[src/rtl/gbn_pkg.sv]
// Package for the greedy box suppression block: item structs, result kinds,
// register indexes and the control bundle passed along the cell chain.
// No dependencies.
package gbn_pkg;

    typedef struct packed {
        logic [15:0] left;
        logic [15:0] top;
        logic [15:0] right;
        logic [15:0] bottom;
        logic        last_box;
    } in_item_t;

    typedef struct packed {
        logic [15:0] box_index;
        logic [1:0]  result_kind;
        logic [5:0]  kept_count;
        logic        last_result;
    } out_item_t;

    typedef struct packed {
        logic valid;
        logic sup;
    } link_ctl_t;

    localparam logic [1:0] KIND_KEPT    = 2'd0;
    localparam logic [1:0] KIND_PAD     = 2'd1;
    localparam logic [1:0] KIND_SUMMARY = 2'd2;

    localparam logic [1:0] REG_MAX_OUTPUT = 2'd0;
    localparam logic [1:0] REG_IOU_THR    = 2'd1;

    localparam logic [5:0]  MAX_OUTPUT_RST = 6'd32;
    localparam logic [15:0] IOU_THR_RST    = 16'd32768;

endpackage

[src/rtl/gbn_cell.sv]
// One cell of the suppression chain: holds one kept box and its area, and
// tests the box passing through against it over two stages.
// Depends on gbn_pkg.
module gbn_cell #(
    parameter int CW = 16
) (
    input  logic                     aclk,
    input  logic                     aresetn,
    input  gbn_pkg::link_ctl_t       in_ctl,
    input  logic [4*CW-1:0]          in_box,
    input  logic signed [2*CW+1:0]   in_area,
    input  logic                     active,
    input  logic [15:0]              thr,
    input  logic                     wr_en,
    input  logic [4*CW-1:0]          wr_box,
    input  logic signed [2*CW+1:0]   wr_area,
    output gbn_pkg::link_ctl_t       out_ctl,
    output logic [4*CW-1:0]          out_box,
    output logic signed [2*CW+1:0]   out_area
);
    localparam int D  = CW + 1;
    localparam int NW = 2 * CW;
    localparam int UW = 2 * CW + 4;
    localparam int PW = UW + 16;

    logic [4*CW-1:0]        kbox_reg;
    logic signed [2*CW+1:0] karea_reg;

    gbn_pkg::link_ctl_t     s1_ctl_reg;
    logic [4*CW-1:0]        s1_box_reg;
    logic signed [2*CW+1:0] s1_area_reg;
    logic [2*CW-1:0]        s1_inter_reg;
    logic signed [UW-1:0]   s1_uni_reg;
    logic                   s1_act_reg;

    gbn_pkg::link_ctl_t     out_ctl_reg;
    logic [4*CW-1:0]        out_box_reg;
    logic signed [2*CW+1:0] out_area_reg;

    logic [CW-1:0]        nx0, ny0, nx1, ny1, kx0, ky0, kx1, ky1;
    logic [CW-1:0]        l, r, t, m, w, h;
    logic signed [D-1:0]  wd, hd;
    logic [2*CW-1:0]      inter;
    logic signed [UW-1:0] uni;
    logic [PW-1:0]        lhs, rhs;
    logic                 hit;

    always_comb begin
        nx0 = in_box[4*CW-1:3*CW];
        ny0 = in_box[3*CW-1:2*CW];
        nx1 = in_box[2*CW-1:CW];
        ny1 = in_box[CW-1:0];
        kx0 = kbox_reg[4*CW-1:3*CW];
        ky0 = kbox_reg[3*CW-1:2*CW];
        kx1 = kbox_reg[2*CW-1:CW];
        ky1 = kbox_reg[CW-1:0];
        l = (nx0 > kx0) ? nx0 : kx0;
        r = (nx1 < kx1) ? nx1 : kx1;
        t = (ny0 > ky0) ? ny0 : ky0;
        m = (ny1 < ky1) ? ny1 : ky1;
        wd = $signed({1'b0, r}) - $signed({1'b0, l});
        hd = $signed({1'b0, m}) - $signed({1'b0, t});
        w = (wd > 0) ? wd[CW-1:0] : '0;
        h = (hd > 0) ? hd[CW-1:0] : '0;
        inter = NW'(w) * NW'(h);
        uni = UW'(in_area) + UW'(karea_reg) - $signed(UW'({2'b00, inter}));
    end

    always_comb begin
        lhs = PW'({s1_inter_reg, 16'h0000});
        rhs = PW'(s1_uni_reg[UW-1:0]) * PW'(thr);
        if (s1_uni_reg <= 0) begin
            hit = (s1_inter_reg != '0) || ((s1_uni_reg < 0) && (thr != 16'h0000));
        end else begin
            hit = lhs > rhs;
        end
    end

    always_ff @(posedge aclk) begin
        if (wr_en) begin
            kbox_reg  <= wr_box;
            karea_reg <= wr_area;
        end
        s1_box_reg   <= in_box;
        s1_area_reg  <= in_area;
        s1_inter_reg <= inter;
        s1_uni_reg   <= uni;
        s1_act_reg   <= active;
        out_box_reg  <= s1_box_reg;
        out_area_reg <= s1_area_reg;
        if (!aresetn) begin
            s1_ctl_reg  <= '0;
            out_ctl_reg <= '0;
        end else begin
            s1_ctl_reg        <= in_ctl;
            out_ctl_reg.valid <= s1_ctl_reg.valid;
            out_ctl_reg.sup   <= s1_ctl_reg.sup | (s1_act_reg & hit);
        end
    end

    assign out_ctl  = out_ctl_reg;
    assign out_box  = out_box_reg;
    assign out_area = out_area_reg;

endmodule

[config.mk]
export PLATFORM = sky130hd
export DESIGN_NAME = gbn_cell
export DESIGN_NICKNAME = d
export VERILOG_FILES = /design/src/rtl/gbn_pkg.sv /design/src/rtl/gbn_cell.sv
export SDC_FILE = /design/constraint.sdc
export NUM_CORES = 2
export LEC_CHECK = 0
export BUFFER_PORTS_ARGS = -buffer_cell sky130_fd_sc_hd__clkbuf_2
export CAP_MARGIN = 40
export CORE_ASPECT_RATIO = 0.9
export CORE_MARGIN = 10
export CORE_UTILIZATION = 50
export CTS_BUF_LIST = sky130_fd_sc_hd__clkbuf_8 sky130_fd_sc_hd__clkbuf_16
export DETAILED_ROUTE_END_ITERATION = 8
export HOLD_SLACK_MARGIN = 0.15
export PLACE_DENSITY = 0.8
export SYNTH_ARGS = -nofsm -noshare
export SYNTH_HDL_FRONTEND = slang
export SYNTH_SLANG_ARGS = --single-unit
[constraint.sdc]
create_clock -name aclk -period 12.25 [get_ports aclk]
set_input_delay 0.6125 -clock aclk [delete_from_list [all_inputs] [get_ports aclk]]
set_output_delay 0.6125 -clock aclk [all_outputs]
set_load 0.005 [all_outputs]
==> After elaboration in Yosys (flattened, before gate mapping) <==
Cells that the tools add are included.
{ "op_classes": {"n_addsub": 4, "mul": 2, "n_div": 0, "order_cmp": 9, "n_eq_ne": 0, "shift": 0, "mux": 7, "bitwise_logic": 2, "n_reduce_logical": 4} }
{ "op_table": {"columns": ["operator", "n"], "rows": [
  ["2-to-1 mux 16 bit", 6],
  ["greater-than comparator 48 x 52 -> 1 bit", 1],
  ["multiplier 36 x 16 -> 52 bit", 1],
  ["<= comparator 36 x 1 -> 1 bit, second input constant", 1],
  ["less-than comparator 36 x 1 -> 1 bit, second input constant", 1],
  ["subtractor 35 x 33 -> 36 bit", 1],
  ["adder 34 x 34 -> 35 bit", 1],
  ["greater-than comparator 17 x 1 -> 1 bit, second input constant", 2],
  ["subtractor 16 x 16 -> 17 bit", 2],
  ["greater-than comparator 16 bit", 2],
  ["less-than comparator 16 bit", 2],
  ["multiplier 16 x 16 -> 32 bit", 1],
  ["nonzero test 32 bit", 1],
  ["nonzero test 16 bit", 1],
  ["AND 1 bit", 1],
  ["logical AND 1 bit", 1],
  ["logical OR 1 bit", 1],
  ["2-to-1 mux 1 bit", 1],
  ["OR 1 bit", 1]
]} }
{ "word_totals": {"reg_bits": 367, "latch_bits": 0, "ramBits": 0, "rom_bits": 0, "input_bits": 218, "n_memories": 0} }

==> Longest topological paths before layout <==
{ "depth": {"word_depth": 7, "mapped_depth": 57, "mapped_depth_nobuf": 56} }

==> Least setup slack after synthesis <==
OpenSTA, ideal clock, no wires.
{ "synth_path": {"path_type": "in2reg", "from": "input in_box[1]", "to": "register s1_uni_reg[34]", "arrival_ps": 12954, "setup_slack_ps": -776, "stages": 51, "n_path_buf": 1, "path_cell_list": "ha_1 a21o_1 a21o_1 a21o_1 a21o_1 a21o_1 a211o_1 and2_1 clkbuf_1 a311oi_1 ha_1 inv_1 fa_1 a21o_1 a21o_4 a21o_1 a311oi_2 o21ai_1 [15 not listed] and4_1 and3_1 a32oi_1 a21oi_1 a2111o_1 a21oi_1 xnor2_1 fa_1 inv_1 ha_1 a22oi_1 o2111a_1 a31oi_1 a221o_1 o41ai_2 o2111ai_1 a21oi_1 xor2_1"} }
{ "synth_between": {"elab_chain_len": 7} }
{ "synth_lines": {"columns": ["item", "line", "rtl"], "rows": [
  ["start: declaration", "gbn_cell.sv:10", "input logic [4*CW-1:0] in_box,"],
  ["less-than comparator 16 bit", "gbn_cell.sv:60", "m = (ny1 < ky1) ? ny1 : ky1;"],
  ["2-to-1 mux 16 bit (*)", "gbn_cell.sv:60", null],
  ["subtractor 16 x 16 -> 17 bit (*)", "gbn_cell.sv:62", "hd = $signed({1'b0, m}) - $signed({1'b0, t});"],
  ["greater-than comparator 17 x 1 -> 1 bit", "gbn_cell.sv:64", "h = (hd > 0) ? hd[CW-1:0] : '0;"],
  ["2-to-1 mux 16 bit (*)", "gbn_cell.sv:64", null],
  ["multiplier 16 x 16 -> 32 bit (*)", "gbn_cell.sv:65", "inter = NW'(w) * NW'(h);"],
  ["via inter[25]", "gbn_cell.sv:43", "logic [2*CW-1:0] inter;"],
  ["subtractor 35 x 33 -> 36 bit (*)", "gbn_cell.sv:66", "uni = UW'(in_area) + UW'(karea_reg) - $signed(UW'({2'b00, inter}));"],
  ["via uni[34]", "gbn_cell.sv:44", "logic signed [UW-1:0] uni;"],
  ["end signal: assignment", "gbn_cell.sv:87", "s1_uni_reg <= uni;"],
  ["end: declaration", "gbn_cell.sv:33", "logic signed [UW-1:0] s1_uni_reg;"]
]} }
The timed path passes the listed nets; every way through them passes the cells marked *.
A chain may end at the register's enable or synchronous reset.

==> Final worst setup path <==
{ "layout_path": {"from": "register kbox_reg[9]", "to": "register s1_uni_reg[32]"} }
{ "layout_between": {"elab_chain_len": 7} }
{ "layout_lines": {"columns": ["item", "line", "rtl"], "rows": [
  ["start: declaration", "gbn_cell.sv:26", "logic [4*CW-1:0] kbox_reg;"],
  ["start signal: assignment", "gbn_cell.sv:81", "kbox_reg <= wr_box;"],
  ["less-than comparator 16 bit", "gbn_cell.sv:60", null],
  ["2-to-1 mux 16 bit (*)", "gbn_cell.sv:60", null],
  ["subtractor 16 x 16 -> 17 bit (*)", "gbn_cell.sv:62", null],
  ["greater-than comparator 17 x 1 -> 1 bit", "gbn_cell.sv:64", null],
  ["2-to-1 mux 16 bit (*)", "gbn_cell.sv:64", null],
  ["multiplier 16 x 16 -> 32 bit (*)", "gbn_cell.sv:65", null],
  ["via inter[25]", "gbn_cell.sv:43", null],
  ["subtractor 35 x 33 -> 36 bit (*)", "gbn_cell.sv:66", null],
  ["via uni[32]", "gbn_cell.sv:44", null]
]} }
Marks and branches as above.

==> results.json <==
{
  "finalWirelength_um": 130200,
  "cp-start-kind": "flip-flop",
  "finalHoldViolations": 0,
  "setup.worst_path.class": "reg2reg",
  "finalCoreUtilization_pct": 60.79,
  "antenna_found_initial": 1,
  "place_area_um2": 48970,
  "overflow": 0,
  "critPathBufInv": 10,
  "crit_fanout": 4,
  "drive_above_1_share_pct": 18.10,
  "fmax_mhz": 80.07,
  "synth_flop_cell": "dfxtp_1",
  "vias": 35720,
  "die_x_um": 330.0,
  "hold_class": "in2reg",
  "ys_types": 85,
  "core-area_um2": 85890,
  "ys_seq_area_share_pct": 19.26,
  "synth.cell_area_um2": 43240,
  "reg2reg_from": "kbox_reg[9]",
  "stdcell_area_um2": 52210,
  "insertion_delay_ns": 0.61,
  "crit_family": "compound AO/OA/AOI/OAI gates",
  "syn-num-nets": 5954,
  "io_buffers": 317,
  "final_nets": 6639,
  "cts_buffers": 42,
  "critical-path-max-stage-delay_ns": 0.53,
  "place_congestion": 1.008,
  "status": "finished, violations left",
  "cts_root_buf": "clkbuf_16",
  "fin_crit_sh_pct": 102.0,
  "num-fill-cells": 6928,
  "max-slew-margin-rel_pct": 27.95,
  "period_minus_slack_ns": 12.49,
  "violations": "negative setup slack",
  "rows": 102,
  "slew_viol_final": 0,
  "synth_edf_count": 98,
  "ys_warn_count": 0,
  "grt_pass1_vias": 38660,
  "cp_data_required_time_ns": 12.79,
  "synth-seq-cells": 367,
  "drc": 0,
  "grt_pass1_wl_um": 207000,
  "holdWs_ns": 0.1679,
  "rsz0062_at_grt": "true",
  "cp-startpoint": "kbox_reg[9]",
  "min_from": "in_area[2]",
  "crit_path_frequent_cell": "fa_1",
  "async_reset_ff_share_pct": 0,
  "start_util_pct": 50.34,
  "critPathArrivalTime_ns": 13.03,
  "first_pass_iters": 8,
  "tightest_slew_ns": 1.079,
  "ant_nets": 0,
  "htreeDepth": 2,
  "drt_iter0_drc": 2226,
  "cpMaxStageDelayCell": "fa_1",
  "synthCells": 4641,
  "vias_per_cell": 5.491,
  "dp_hpwl_um": 103000,
  "cts_tree": "built",
  "clock_sinks": 367,
  "clock_path_buffers": 3,
  "routedWlPerCell_um": 20.02,
  "syn_avg_cell_area_um2": 9.316,
  "grt_use_total_pct": 26.28,
  "endpoint_kind": "flip-flop",
  "setup_viol": 5,
  "die_y_um": 299.0,
  "grt_max_degree": 65,
  "ios": 318,
  "dieArea_um2": 98650,
  "worst_slack_ns": -0.2393,
  "fin_skew_ns": 0.02602,
  "maxCapViolCount": 0,
  "cts.reportedPaths.clkPinSlew_ns": 0.06,
  "area_growth_syn_to_layout_pct": 20.75
}
[final cells by class]
| cell class | count | area [µm²] | area share (%) |
|---|---|---|---|
| Multi-Input combinational cell | 3231 | 31780 | 60.87 |
| Sequential cell | 367 | 8328 | 15.95 |
| Timing Repair Buffer | 839 | 6003 | 11.50 |
| Inverter | 845 | 3172 | 6.075 |
| Tap cell | 1144 | 1431 | 2.742 |
| Clock buffer | 45 | 1104 | 2.114 |
| Clock inverter | 33 | 390.4 | 0.7477 |
| Antenna cell | 1 | 2.502 | 0.004793 |
[metrics by stage]
| stage | cells | worst slack, ns | setup TNS [ns] |
|---|---|---|---|
| after floorplan | 4641 | 0.001242 | 0 |
| final | 6505 | -0.2393 | -0.7700 |
| after global routing | 6504 | -0.6252 | -2.917 |
| after detailed placement | 6309 | -0.8131 | -4.722 |
| after global placement | 6295 | -0.5955 | -2.410 |
| after CTS | 6479 | 0.001226 | 0 |
[cell families (layout without fill, tap and decap cells)]
kind of cell | Yosys count | in the layout | share of synthesized area (%)
multiplexers | 39 | 39 | 0.9144
flip-flops | 367 | 367 | 19.26
XOR/XNOR | 119 | 119 | 2.445
buffers and inverters | 1044 | 1762 | 9.069
AND/OR/NAND/NOR | 1426 | 1426 | 15.53
other | 0 | 1 | 0
adder cells (fa/ha/maj) | 1095 | 1095 | 43.88
AO/OA/AOI/OAI | 551 | 552 | 8.904
[worst paths after layout]
check,endpoint,slack (ns),cells past startpoint
worst min-delay path,s1_area_reg[2],0.17,1
worst min register to register,out_area[7],0.32,0
worst max-delay path,s1_uni_reg[32],-0.24,56
worst max register to register,s1_uni_reg[32],-0.24,56
[synth_stat cells, drive strengths merged (5+ instances only)]
cell | count | area (µm²)
nor2b | 17 | 106.4
a2111oi | 13 | 132.6
and3 | 19 | 118.9
a31oi | 17 | 121.4
nor2 | 211 | 792.0
mux2i | 35 | 350.3
nand4b | 5 | 43.79
clkbuf | 184 | 690.7
nor3 | 42 | 210.2
o2111ai | 5 | 43.79
xnor2 | 83 | 734.5
a221oi | 32 | 280.3
nor4 | 29 | 181.4
o21a | 34 | 255.2
inv | 844 | 3168
nand2b | 55 | 344.1
o211ai | 13 | 97.59
a211oi | 20 | 155.1
o311ai | 34 | 297.8
and2 | 212 | 1326
nand3 | 77 | 385.4
dfxtp | 269 | 5385
edfxtp | 98 | 2943
xor2 | 36 | 322.8
fa | 702 | 14050
a311oi | 8 | 76.32
a21o | 78 | 593.1
a21oi | 122 | 610.6
o41ai | 5 | 51.30
o22ai | 7 | 43.79
nand4 | 35 | 219.0
o21ai | 88 | 444.2
o211a | 6 | 60.06
or3 | 24 | 150.1
a21boi | 10 | 78.82
nor3b | 33 | 247.7
a211o | 5 | 43.79
ha | 393 | 4917
o21bai | 16 | 120.1
buf | 15 | 58.81
or2 | 7 | 43.79
o31ai | 11 | 87.58
nand2 | 646 | 2425
[layout by cell type (no fill, tap or decap), types with 9 or more instances in the layout]
cell,instances
inv_1,840
fa_1,699
nand2_1,639
buf_4,412
ha_1,380
clkbuf_2,316
dfxtp_1,269
nor2_1,208
and2_1,207
a21oi_1,115
edfxtp_1,98
dlygate4sd3_1,82
xnor2_1,80
a21o_1,76
nand3_1,72
nand2b_1,55
o21ai_0,51
clkbuf_16,43
nor3_1,39
nand4_1,35
o21a_1,34
mux2i_1,34
xor2_1,32
o21ai_1,31
nor3b_1,31
nor4_1,27
a221oi_1,26
o311ai_1,26
or3_1,23
and3_1,17
nor2b_1,16
a211oi_1,16
o21bai_1,16
o211ai_1,13
a31oi_1,12
buf_12,12
ha_4,9
buf_6,9
[layer usage]
| metal | vias up | track usage [%] | routed length, µm |
|---|---|---|---|
| met4 | 2 | 9.898 | 5231 |
| met2 | 1524 | 45.69 | 64740 |
| met5 | - | 0 | 13 |
| li1 | 16160 | - | - |
| met1 | 17700 | 31.21 | 49230 |
| met3 | 335 | 6.239 | 11000 |
[what timing repair did]
item	CTS	global route
pin swaps	31	64
endpoints found under the hold margin	82	0
resized for setup	41	91
gates cloned	1	0
hold buffers	82	0
setup endpoints to repair	7	17
setup buffers	9	26
Power is left out: the tool's default activity adds up to more than one toggle a clock period on the data nets, which glitch-free logic cannot reach.
